`src/hw/rtl/cksa_pkg.sv`:
```
// Shared constants, codes and types for the checkpoint segment allocator.
package cksa_pkg;

	localparam int MAX_SEGMENTS = 16;
	localparam int ADDR_W       = 20;
	localparam int SIZE_W       = 16;
	localparam int META_W       = 8;
	localparam int CMD_W        = 3;
	localparam int STATUS_W     = 2;
	localparam int CFG_IDX_W    = 2;
	localparam int CFG_DATA_W   = 20;
	localparam int IDX_W        = $clog2(MAX_SEGMENTS);
	localparam int CNT_W        = $clog2(MAX_SEGMENTS + 1);
	localparam int LEN_W        = SIZE_W + 1;

	localparam logic [CMD_W-1:0] CMD_ALLOC      = 3'd0;
	localparam logic [CMD_W-1:0] CMD_COMMIT     = 3'd1;
	localparam logic [CMD_W-1:0] CMD_BEGIN      = 3'd2;
	localparam logic [CMD_W-1:0] CMD_ITER_FIRST = 3'd3;
	localparam logic [CMD_W-1:0] CMD_ITER_NEXT  = 3'd4;

	localparam logic [STATUS_W-1:0] ST_OK   = 2'd0;
	localparam logic [STATUS_W-1:0] ST_FULL = 2'd1;
	localparam logic [STATUS_W-1:0] ST_NONE = 2'd2;

	localparam logic [CFG_IDX_W-1:0] REG_REGION_A = 2'd0;
	localparam logic [CFG_IDX_W-1:0] REG_REGION_B = 2'd1;
	localparam logic [CFG_IDX_W-1:0] REG_META     = 2'd2;

	localparam logic [META_W-1:0] META_RESET = 8'd4;

	typedef struct packed {
		logic              clr;
		logic              clr_side;
		logic              wr;
		logic              wr_side;
		logic [IDX_W-1:0]  wr_idx;
		logic [ADDR_W-1:0] wr_addr;
		logic              rd_side;
		logic [IDX_W-1:0]  rd_idx;
	} tbl_ctrl_t;

	typedef struct packed {
		logic              valid;
		logic [ADDR_W-1:0] addr;
	} tbl_rd_t;

endpackage

```
`src/hw/rtl/cksa_cmd_if.sv`:
```
// Command channel: one beat carries one command and its payload size.
interface cksa_cmd_if;
	import cksa_pkg::*;

	logic              valid;
	logic              ready;
	logic [CMD_W-1:0]  command;
	logic [SIZE_W-1:0] size_bytes;

	modport source (output valid, output command, output size_bytes, input ready);
	modport sink (input valid, input command, input size_bytes, output ready);

endinterface

```
`src/hw/rtl/cksa_rsp_if.sv`:
```
// Response channel: one beat carries one result of a command.
interface cksa_rsp_if;
	import cksa_pkg::*;

	logic                valid;
	logic                ready;
	logic [ADDR_W-1:0]   segment_addr;
	logic [STATUS_W-1:0] status;
	logic                active_side;

	modport source (output valid, output segment_addr, output status, output active_side,
		input ready);
	modport sink (input valid, input segment_addr, input status, input active_side,
		output ready);

endinterface

```
`src/hw/rtl/cksa_table.sv`:
```
// Two flop-based segment tables with per-entry valid bits and parallel clear.
module cksa_table (
	input  logic               clk,
	input  logic               arst_n,
	input  cksa_pkg::tbl_ctrl_t ctrl,
	output cksa_pkg::tbl_rd_t   rd
);
	import cksa_pkg::*;

	logic [MAX_SEGMENTS-1:0] val_a_q;
	logic [MAX_SEGMENTS-1:0] val_b_q;
	logic [ADDR_W-1:0]       addr_a_q [MAX_SEGMENTS];
	logic [ADDR_W-1:0]       addr_b_q [MAX_SEGMENTS];

	always_ff @(posedge clk or negedge arst_n) begin
		if (!arst_n) begin
			val_a_q <= '0;
			val_b_q <= '0;
		end else if (ctrl.clr) begin
			if (ctrl.clr_side) begin
				val_b_q <= '0;
			end else begin
				val_a_q <= '0;
			end
		end else if (ctrl.wr) begin
			if (ctrl.wr_side) begin
				val_b_q[ctrl.wr_idx] <= 1'b1;
			end else begin
				val_a_q[ctrl.wr_idx] <= 1'b1;
			end
		end
	end

	always_ff @(posedge clk) begin
		if (ctrl.wr && !ctrl.clr) begin
			if (ctrl.wr_side) begin
				addr_b_q[ctrl.wr_idx] <= ctrl.wr_addr;
			end else begin
				addr_a_q[ctrl.wr_idx] <= ctrl.wr_addr;
			end
		end
	end

	always_comb begin
		if (ctrl.rd_side) begin
			rd.valid = val_b_q[ctrl.rd_idx];
			rd.addr  = addr_b_q[ctrl.rd_idx];
		end else begin
			rd.valid = val_a_q[ctrl.rd_idx];
			rd.addr  = addr_a_q[ctrl.rd_idx];
		end
	end

endmodule

```
`src/hw/rtl/checkpoint_segment_allocator_unit.sv`:
```
// Top level of the double-buffered checkpoint segment allocator.
// An accepted command beat passes through the input register, then the result register,
// which drives the response beat. The state update and table access close together.
// Throughput: one command per cycle, unless a response held by rsp.ready stalls the flow.
// Reset: arst_n clears both tables' valid bits, side A working, bump pointer and
// region bases zero, metadata size 4; no clearing pass is needed.
module checkpoint_segment_allocator_unit (
	input  logic                           clk,
	input  logic                           arst_n,
	cksa_cmd_if.sink                       cmd,
	cksa_rsp_if.source                     rsp,
	input  logic                           cfg_we,
	input  logic [cksa_pkg::CFG_IDX_W-1:0]  cfg_index,
	input  logic [cksa_pkg::CFG_DATA_W-1:0] cfg_data
);
	import cksa_pkg::*;

	logic                s1_valid;
	logic [CMD_W-1:0]    cmd_s1;
	logic [SIZE_W-1:0]   size_s1;
	logic                adv;

	logic                rsp_valid_q;
	logic [ADDR_W-1:0]   addr_q;
	logic [STATUS_W-1:0] status_q;
	logic                rsp_side_q;

	logic                side_q;
	logic [ADDR_W-1:0]   alloc_end_q;
	logic [CNT_W-1:0]    fill_q;
	logic [CNT_W-1:0]    cursor_q;
	logic [ADDR_W-1:0]   region_a_q;
	logic [ADDR_W-1:0]   region_b_q;
	logic [META_W-1:0]   meta_q;

	logic                side_d;
	logic [ADDR_W-1:0]   alloc_end_d;
	logic [CNT_W-1:0]    fill_d;
	logic [CNT_W-1:0]    cursor_d;
	logic [ADDR_W-1:0]   addr_d;
	logic [STATUS_W-1:0] status_d;

	logic                full;
	logic [LEN_W-1:0]    seg_len;
	logic [CNT_W-1:0]    cursor_inc;
	logic [CNT_W-1:0]    rd_pos;
	logic                rd_in_range;

	tbl_ctrl_t           tctrl;
	tbl_rd_t             trd;

	assign adv       = s1_valid && (!rsp_valid_q || rsp.ready);
	assign cmd.ready = !s1_valid || adv;

	always_ff @(posedge clk or negedge arst_n) begin
		if (!arst_n) begin
			s1_valid <= 1'b0;
		end else if (cmd.ready) begin
			s1_valid <= cmd.valid;
		end
	end

	always_ff @(posedge clk) begin
		if (cmd.valid && cmd.ready) begin
			cmd_s1  <= cmd.command;
			size_s1 <= cmd.size_bytes;
		end
	end

	always_ff @(posedge clk or negedge arst_n) begin
		if (!arst_n) begin
			region_a_q <= '0;
			region_b_q <= '0;
			meta_q     <= META_RESET;
		end else if (cfg_we) begin
			case (cfg_index)
				REG_REGION_A: region_a_q <= cfg_data[ADDR_W-1:0];
				REG_REGION_B: region_b_q <= cfg_data[ADDR_W-1:0];
				REG_META:     meta_q     <= cfg_data[META_W-1:0];
				default: ;
			endcase
		end
	end

	assign full        = fill_q >= CNT_W'(MAX_SEGMENTS);
	assign seg_len     = LEN_W'(size_s1) + LEN_W'(size_s1[0]) + LEN_W'(meta_q);
	assign cursor_inc  = (cursor_q >= CNT_W'(MAX_SEGMENTS)) ? CNT_W'(MAX_SEGMENTS)
		: cursor_q + 1'b1;
	assign rd_pos      = (cmd_s1 == CMD_ITER_FIRST) ? '0 : cursor_inc;
	assign rd_in_range = rd_pos < CNT_W'(MAX_SEGMENTS);

	always_comb begin
		side_d      = side_q;
		alloc_end_d = alloc_end_q;
		fill_d      = fill_q;
		cursor_d    = cursor_q;
		addr_d      = '0;
		status_d    = ST_OK;
		tctrl       = '0;
		tctrl.rd_side = ~side_q;
		tctrl.rd_idx  = rd_pos[IDX_W-1:0];
		tctrl.wr_side = side_q;
		tctrl.wr_idx  = fill_q[IDX_W-1:0];
		tctrl.wr_addr = alloc_end_q;
		case (cmd_s1)
			CMD_ALLOC: begin
				if (full) begin
					status_d = ST_FULL;
				end else begin
					addr_d      = alloc_end_q;
					alloc_end_d = alloc_end_q + ADDR_W'(seg_len);
					fill_d      = fill_q + 1'b1;
					tctrl.wr    = 1'b1;
				end
			end
			CMD_COMMIT, CMD_BEGIN: begin
				side_d         = (cmd_s1 == CMD_COMMIT) ? ~side_q : side_q;
				alloc_end_d    = side_d ? region_b_q : region_a_q;
				fill_d         = '0;
				tctrl.clr      = 1'b1;
				tctrl.clr_side = side_d;
			end
			CMD_ITER_FIRST, CMD_ITER_NEXT: begin
				cursor_d = rd_pos;
				if (rd_in_range && trd.valid) begin
					addr_d = trd.addr;
				end else begin
					status_d = ST_NONE;
				end
			end
			default: ;
		endcase
		if (!adv) begin
			tctrl.clr = 1'b0;
			tctrl.wr  = 1'b0;
		end
	end

	cksa_table u_table (
		.clk    (clk),
		.arst_n (arst_n),
		.ctrl   (tctrl),
		.rd     (trd)
	);

	always_ff @(posedge clk or negedge arst_n) begin
		if (!arst_n) begin
			side_q      <= 1'b0;
			alloc_end_q <= '0;
			fill_q      <= '0;
			cursor_q    <= '0;
		end else if (adv) begin
			side_q      <= side_d;
			alloc_end_q <= alloc_end_d;
			fill_q      <= fill_d;
			cursor_q    <= cursor_d;
		end
	end

	always_ff @(posedge clk or negedge arst_n) begin
		if (!arst_n) begin
			rsp_valid_q <= 1'b0;
		end else if (adv) begin
			rsp_valid_q <= 1'b1;
		end else if (rsp.ready) begin
			rsp_valid_q <= 1'b0;
		end
	end

	always_ff @(posedge clk) begin
		if (adv) begin
			addr_q     <= addr_d;
			status_q   <= status_d;
			rsp_side_q <= side_d;
		end
	end

	assign rsp.valid        = rsp_valid_q;
	assign rsp.segment_addr = addr_q;
	assign rsp.status       = status_q;
	assign rsp.active_side  = rsp_side_q;

	a_fill_bound: assert property (@(posedge clk) disable iff (!arst_n)
		fill_q <= CNT_W'(MAX_SEGMENTS))
		else $error("fill count above table depth");

	a_cursor_bound: assert property (@(posedge clk) disable iff (!arst_n)
		cursor_q <= CNT_W'(MAX_SEGMENTS))
		else $error("iterate cursor above table depth");

	a_alloc_count: assert property (@(posedge clk) disable iff (!arst_n)
		adv && cmd_s1 == CMD_ALLOC && !full |=> fill_q == $past(fill_q) + 1'b1)
		else $error("alloc did not advance fill count");

	a_commit_flip: assert property (@(posedge clk) disable iff (!arst_n)
		adv && cmd_s1 == CMD_COMMIT |=> side_q != $past(side_q) && fill_q == '0)
		else $error("commit did not toggle side and reset fill count");

	a_full_zero: assert property (@(posedge clk) disable iff (!arst_n)
		rsp_valid_q && status_q == ST_FULL |-> addr_q == '0)
		else $error("full response carries an address");

endmodule
```
`src/flat_wrapper.sv`:
```
// flat-port wrapper written by rule: the top's interface ports become plain ports
module checkpoint_segment_allocator_unit_flat import cksa_pkg::*;
  (clk, arst_n, cfg_we, cfg_index, cfg_data, cmd_valid, cmd_command, cmd_size_bytes, cmd_ready, rsp_valid, rsp_segment_addr, rsp_status, rsp_active_side, rsp_ready);
  cksa_cmd_if cmd_i ();
  cksa_rsp_if rsp_i ();
  input  logic clk;
  input  logic arst_n;
  input  logic cfg_we;
  input  logic [cksa_pkg::CFG_IDX_W-1:0] cfg_index;
  input  logic [cksa_pkg::CFG_DATA_W-1:0] cfg_data;
  input wire logic [$bits(cmd_i.valid)-1:0] cmd_valid;
  input wire logic [$bits(cmd_i.command)-1:0] cmd_command;
  input wire logic [$bits(cmd_i.size_bytes)-1:0] cmd_size_bytes;
  output wire logic [$bits(cmd_i.ready)-1:0] cmd_ready;
  output wire logic [$bits(rsp_i.valid)-1:0] rsp_valid;
  output wire logic [$bits(rsp_i.segment_addr)-1:0] rsp_segment_addr;
  output wire logic [$bits(rsp_i.status)-1:0] rsp_status;
  output wire logic [$bits(rsp_i.active_side)-1:0] rsp_active_side;
  input wire logic [$bits(rsp_i.ready)-1:0] rsp_ready;
  assign cmd_i.valid = cmd_valid;
  assign cmd_i.command = cmd_command;
  assign cmd_i.size_bytes = cmd_size_bytes;
  assign cmd_ready = cmd_i.ready;
  assign rsp_valid = rsp_i.valid;
  assign rsp_segment_addr = rsp_i.segment_addr;
  assign rsp_status = rsp_i.status;
  assign rsp_active_side = rsp_i.active_side;
  assign rsp_i.ready = rsp_ready;
  checkpoint_segment_allocator_unit u_core (.clk(clk), .arst_n(arst_n), .cmd(cmd_i), .rsp(rsp_i), .cfg_we(cfg_we), .cfg_index(cfg_index), .cfg_data(cfg_data));
endmodule
```
`config.mk`:
```
export PLATFORM = sky130hd
export DESIGN_NAME = checkpoint_segment_allocator_unit_flat
export DESIGN_NICKNAME = d
export VERILOG_FILES = /design/src/hw/rtl/cksa_pkg.sv /design/src/hw/rtl/cksa_cmd_if.sv /design/src/hw/rtl/cksa_rsp_if.sv /design/src/hw/rtl/cksa_table.sv /design/src/hw/rtl/checkpoint_segment_allocator_unit.sv /design/src/flat_wrapper.sv
export SDC_FILE = /design/constraint.sdc
export NUM_CORES = 1
export LEC_CHECK = 0
export BUFFER_PORTS_ARGS = -buffer_cell sky130_fd_sc_hd__buf_2
export CORE_UTILIZATION = 55
export DETAILED_ROUTE_END_ITERATION = 10
export GPL_ROUTABILITY_DRIVEN = 0
export PLACE_DENSITY = 0.74
export SETUP_SLACK_MARGIN = 0.4
export SYNTH_ARGS = -nofsm -noshare
export SYNTH_HDL_FRONTEND = slang
export SYNTH_HIERARCHICAL = 1
export SYNTH_SLANG_ARGS = --single-unit
```
`constraint.sdc`:
```
create_clock -name clk -period 3.9 [get_ports clk]
set_input_delay 0.195 -clock clk [delete_from_list [all_inputs] [get_ports clk]]
set_output_delay 0.195 -clock clk [all_outputs]
set_load 0.05 [all_outputs]
```
# Word-level counts from Yosys, hierarchy flattened
# Memory sizes are Yosys's and may differ from the RTL's.
# Cells that the tools add are included.
# totals
regBits	155
ramBits	640
input_bits	46
output_inout_bits	25
wordCells	110
mem_count	2
# op_classes
n_addsub	5
n_lt_le_gt_ge	6
eq_ne	10
muxes	43
bitwise	3
reduce_logical	25
# memory_table
memory	words	width	rd	rd_clocked_by_memory_dff	write_ports	line_no	source
u_core.u_table.addr_a_q	16	20	1	0	1	cksa_table.sv:12	logic [ADDR_W-1:0] addr_a_q [MAX_SEGMENTS];
u_core.u_table.addr_b_q	16	20	1	0	1	cksa_table.sv:13	logic [ADDR_W-1:0] addr_b_q [MAX_SEGMENTS];
# op_table
op	n
$mux W16	8
$mux W20	4
$pmux W20 S2	2
$or A16 B16 Y16	2
$mux W21	1
$add A20 B17 Y20	1
$mux W1	18
$add A16 B1 Y17	1
$add A17 B8 Y17	1
$mux W5	3
$add A5 B1 Y5 const B	2
$ge A5 B5 Y1 const B	2
$lt A4 B5 Y1 const B	2
$pmux W5 S2	1
$reduce_and A3 Y1	3
$bmux W1 S4	2
$reduce_and A2 Y1	4
$reduce_bool A2 Y1	4
$eq A3 B2 Y1 const B	2
$ne A2 B2 Y1 const B	3
$logic_and A1 B1 Y1	5
$lt A5 B5 Y1 const B	1
$demux W1 S4	1
$ge A4 B1 Y1 const B	1
13 further kinds	18

# Logic depth before layout (Yosys ltp)
# depth
ltp_word	9
mapped_depth	17

# By module
# Netlist, hierarchy kept.
# by_module_without_submodules
mod	instances	cells_each	area_each_um2	seq_area_each_um2
cksa_table	1	1505	26469.1	20019.2
checkpoint_segment_allocator_unit	1	529	6367.4	3289.4

# Least setup slack after synthesis
# Ideal clock, no wire load.
# synth_timing
path_type	reg2reg
from	register u_core.rsp_valid_q (netlist: u_core/rsp.valid)
to	memory u_core.u_table.addr_a_q[1][0] (enable)
setup_ps	425
arrival_time_ps	3432
t_required_ps	3475
path_slack_ps	43
path_stages_with_launch	9
cell_sequence	dfrtp_1 > nor2b_1 > nor4b_2 > buf_4 > nand2_1 > inv_1 > nor3b_1 > nand3b_1 > nor3_1
# synth_rtl
item	line_no	source
from (decl)	checkpoint_segment_allocator_unit.sv:23	logic rsp_valid_q;
from (signal assigned)	checkpoint_segment_allocator_unit.sv:162	rsp_valid_q <= 1'b0;
from (signal assigned)	checkpoint_segment_allocator_unit.sv:164	rsp_valid_q <= 1'b1;
from (signal assigned)	checkpoint_segment_allocator_unit.sv:166	rsp_valid_q <= 1'b0;
to (decl)	cksa_table.sv:12	

==> flow_metrics.env <==
export IMPL_period_needed_ps=3460
export IMPL_fp_dieArea_sq_mm=0.0607
export IMPL_hold_path_class="input port to flop"
export IMPL_synth_distinct_cells=77
export IMPL_root_buffer="clkbuf_16"
export IMPL_row_count=89
export IMPL_htreeDepth=3
export IMPL_grt_pass1_wl_microns=120000
export IMPL_cts_path_max_buffers=3
export IMPL_vias=18904
export IMPL_die_h_microns=246
export IMPL_p_leak_nw=13.2
export IMPL_drive_gt1_share_pct=17.5
export IMPL_cts_num_sinks=795
export IMPL_finalMaxSlewViolations=0
export IMPL_max_cap_violations=0
export IMPL_async_flop_share_pct=14.2
export IMPL_port_buffers=70
export IMPL_path_max_fanout=53
export IMPL_drc_errors=0
export IMPL_synthesis_instances=2034
export IMPL_hold_viol=0
export IMPL_critPathRequiredTime_ps=4290
export IMPL_start_util_pct=55.6
export IMPL_drt_iter0_drc=1786
export IMPL_cp_end_kind="flop"
export IMPL_synth_top_area_cell="edfxtp_1"
export IMPL_synth_area_leaders="edfxtp_1 (62%), mux2i_1 (11%), dfrtp_1 (8.5%)"
export IMPL_synth_top_area_share_pct=62.4
export IMPL_seq_area_frac_synth_pct=71.0
export IMPL_fillers=4087
export IMPL_critPathArrivalTime_ps=3850
export IMPL_ys_flop_type="edfxtp_1"
export IMPL_synth_nets=2119
export IMPL_fin_nets=2297
export IMPL_firstDrtPassIters=7
export IMPL_fin_hold_ws_ps=249
export IMPL_tns_ps=0
export IMPL_ios=71
export IMPL_die_w_microns=246
export IMPL_min_period_over_period_pct=88.7
export IMPL_core_sq_mm=0.0590
export IMPL_synth_edf_count=682
export IMPL_worstMarginPinSlew_ps=966
export IMPL_startpoint_type="flop"
export IMPL_cts_tree="yes"
export IMPL_status="complete, no violations"
export IMPL_ys_warn_count=6
export IMPL_finalClockSkew_ps=20.7
export IMPL_setup_viol_count_final=0
export IMPL_irDropWorstVdd_mv=0.639
export IMPL_synth_area_sq_mm=0.0328
export IMPL_grt_pass1_vias=19598
export IMPL_antenna_found_initial=1
export IMPL_p_per_area_mw_per_mm2=798
export IMPL_insertion_delay_ps=630
export IMPL_rsz0062_at_grt="true"
export IMPL_grtUsageTotal_pct=26.9
export IMPL_vias_per_cell=6.21
export IMPL_synth_avg_cell_area_sq_um=16.1
export IMPL_gr_total_overflow=0
export IMPL_wl_per_cell_microns=26.3
export IMPL_ys_seq_elements=795
export IMPL_cts_buffers=78
export IMPL_fmax_ghz=0.289
export IMPL_slew_limit_headroom_pct=35.6
export IMPL_grt_max_degree=70
export IMPL_syn_to_final_growth_pct=14.1
export IMPL_critPathKind="flop to flop"
export IMPL_clk_pin_slew_worst_paths_ps=60
export IMPL_antenna_left=0
export IMPL_hpwl_microns=46600
export IMPL_finalWirelength_microns=80000
[cell families (layout without fill, tap and decap cells)]
family                   Yosys count  in the layout  share of synthesized area, %
adder cells (fa/ha/maj)           39             39                          1.67
AO/OA/AOI/OAI                    355            355                          7.62
multiplexers                     398            398                          12.3
buffers and inverters            130            367                          2.39
AND/OR/NAND/NOR                  297            297                          4.44
flip-flops                       795            795                          71.0
XOR/XNOR                          20             20                         0.556
other                              0              1                             0
[placed cells by master (no fill, tap or decap), types with 19 or more instances in the layout]
cell type | Yosys | routed
clkbuf_16 | 0 | 81
nand4_1 | 24 | 24
buf_2 | 14 | 69
o21ai_0 | 19 | 19
a21oi_1 | 71 | 71
nand3_1 | 54 | 54
nand2_1 | 96 | 96
edfxtp_1 | 682 | 682
a31oi_1 | 27 | 27
mux2_2 | 52 | 52
dlygate4sd3_1 | 0 | 43
a22oi_1 | 85 | 85
a22o_1 | 63 | 63
dfrtp_1 | 112 | 112
nor2_2 | 1 | 28
nor3_1 | 33 | 25
buf_4 | 15 | 85
ha_1 | 31 | 31
o21a_1 | 34 | 34
mux2i_1 | 345 | 345
[cells in the mapped netlist, types with 3 or more instances]
cell type / n
edfxtp_1: 682
mux2i_1: 345
dfrtp_1: 112
nand2_1: 96
a22oi_1: 85
a21oi_1: 71
a22o_1: 63
nand3_1: 54
mux2_2: 52
clkbuf_1: 47
nor2_1: 44
o21a_1: 34
nor3_1: 33
ha_1: 31
a31oi_1: 27
nand4_1: 24
buf_6: 22
o21ai_0: 19
buf_4: 15
inv_1: 15
o21ai_1: 15
buf_2: 14
nand2b_1: 10
xor2_1: 10
buf_1: 9
xnor2_1: 9
fa_1: 8
nand3b_1: 7
a211oi_1: 5
a21o_1: 5
nor2b_1: 4
a21oi_2: 3
and2_1: 3
buf_8: 3
nor3b_1: 3
nor4_1: 3
o22a_1: 3
[where the power goes]
group | internal (mW) | switching [mW]
clock | 4.12 | 3.16
sequential | 10.6 | 0.407
combinational | 4.37 | 7.22
total | 19.1 | 10.8
[final timing paths]
kind                       depth (start not counted)                     endpoint                  startpoint  slack (ps)
max                                               11  u_core/rsp.segment_addr[10]            u_core/cmd_s1[1]         440
min                                                4        u_core/region_a_q[17]                cfg_index[1]         250
max reg2reg                                       11  u_core/rsp.segment_addr[10]            u_core/cmd_s1[1]         440
min reg2reg                                        1   u_core/u_table/val_a_q[12]  u_core/u_table/val_a_q[12]         490
max in group asynchronous                          3        u_core/alloc_end_q[4]                      arst_n        2760
min in group asynchronous                          2              u_core/s1_valid                      arst_n         260
[flip-flops by register name (all words and copies together), names as in the netlist]
name	count
u_core/cmd_s1	3
u_core/u_table/addr_b_q	320
u_core/side_q	1
u_core/rsp.segment_addr	20
u_core/rsp.status	2
u_core/u_table/val_a_q	16
u_core/u_table/val_b_q	16
u_core/cursor_q	5
u_core/region_a_q	20
u_core/region_b_q	20
u_core/u_table/addr_a_q	320
u_core/fill_q	5
u_core/size_s1	16
u_core/meta_q	8
u_core/s1_valid	1
u_core/alloc_end_q	20
u_core/rsp.valid	1
u_core/rsp.active_side	1
[stage by stage]
stage	setup WS [ps]	power (mW)	instance area (sq um)	util, %	instances
2_1_floorplan	588	19.4	32900	-	2034
4_1_cts	427	29.8	37400	63.4	3041
3_3_place_gp	507	22.2	34500	58.4	2859
5_1_grt	314	31.1	37500	63.5	3044
6_report	440	29.9	37500	63.5	3045
3_5_place_dp	431	22.5	34500	58.4	2859
[worst max-delay path: stages, from the launching register on]
cell and delay, ps:
edfxtp_1 560, nand2_1 150, nor2_1 90, or2_2 370
nor2_1 430, and2b_4 290, buf_12 310, buf_4 300
a22oi_1 130, nand4_1 240, nand3_1 120, a22o_1 210
[layer usage]
layer | vias up | wire, microns | GRT usage, %
li1 | 8316 | - | -
met1 | 9561 | 31300 | 34.5
met5 | - | 0 | 0
met3 | 188 | 6520 | 5.36
met2 | 839 | 38400 | 44.0
met4 | 0 | 3820 | 12.9
[repair_timing]
item,4_1_cts,5_1_grt
gates resized for setup,0,5
hold buffers,43,0
setup buffers,0,2
endpoints found under the setup margin,0,20
hold endpoints to repair,134,0
[area by class of cell]
cell class	instances	area, sq um	share of cell area [%]
sequential	795	23300	62.2
timing repair buffer	211	1680	4.49
tap	773	967	2.58
clock buffer	101	2150	5.74
clock inverter	38	338	0.902
multi-input combinational	1109	8950	23.9
inverter	17	63.8	0.170
antenna	1	2.50	0.00668
No activity file was read; power rests on OpenSTA's default activity.
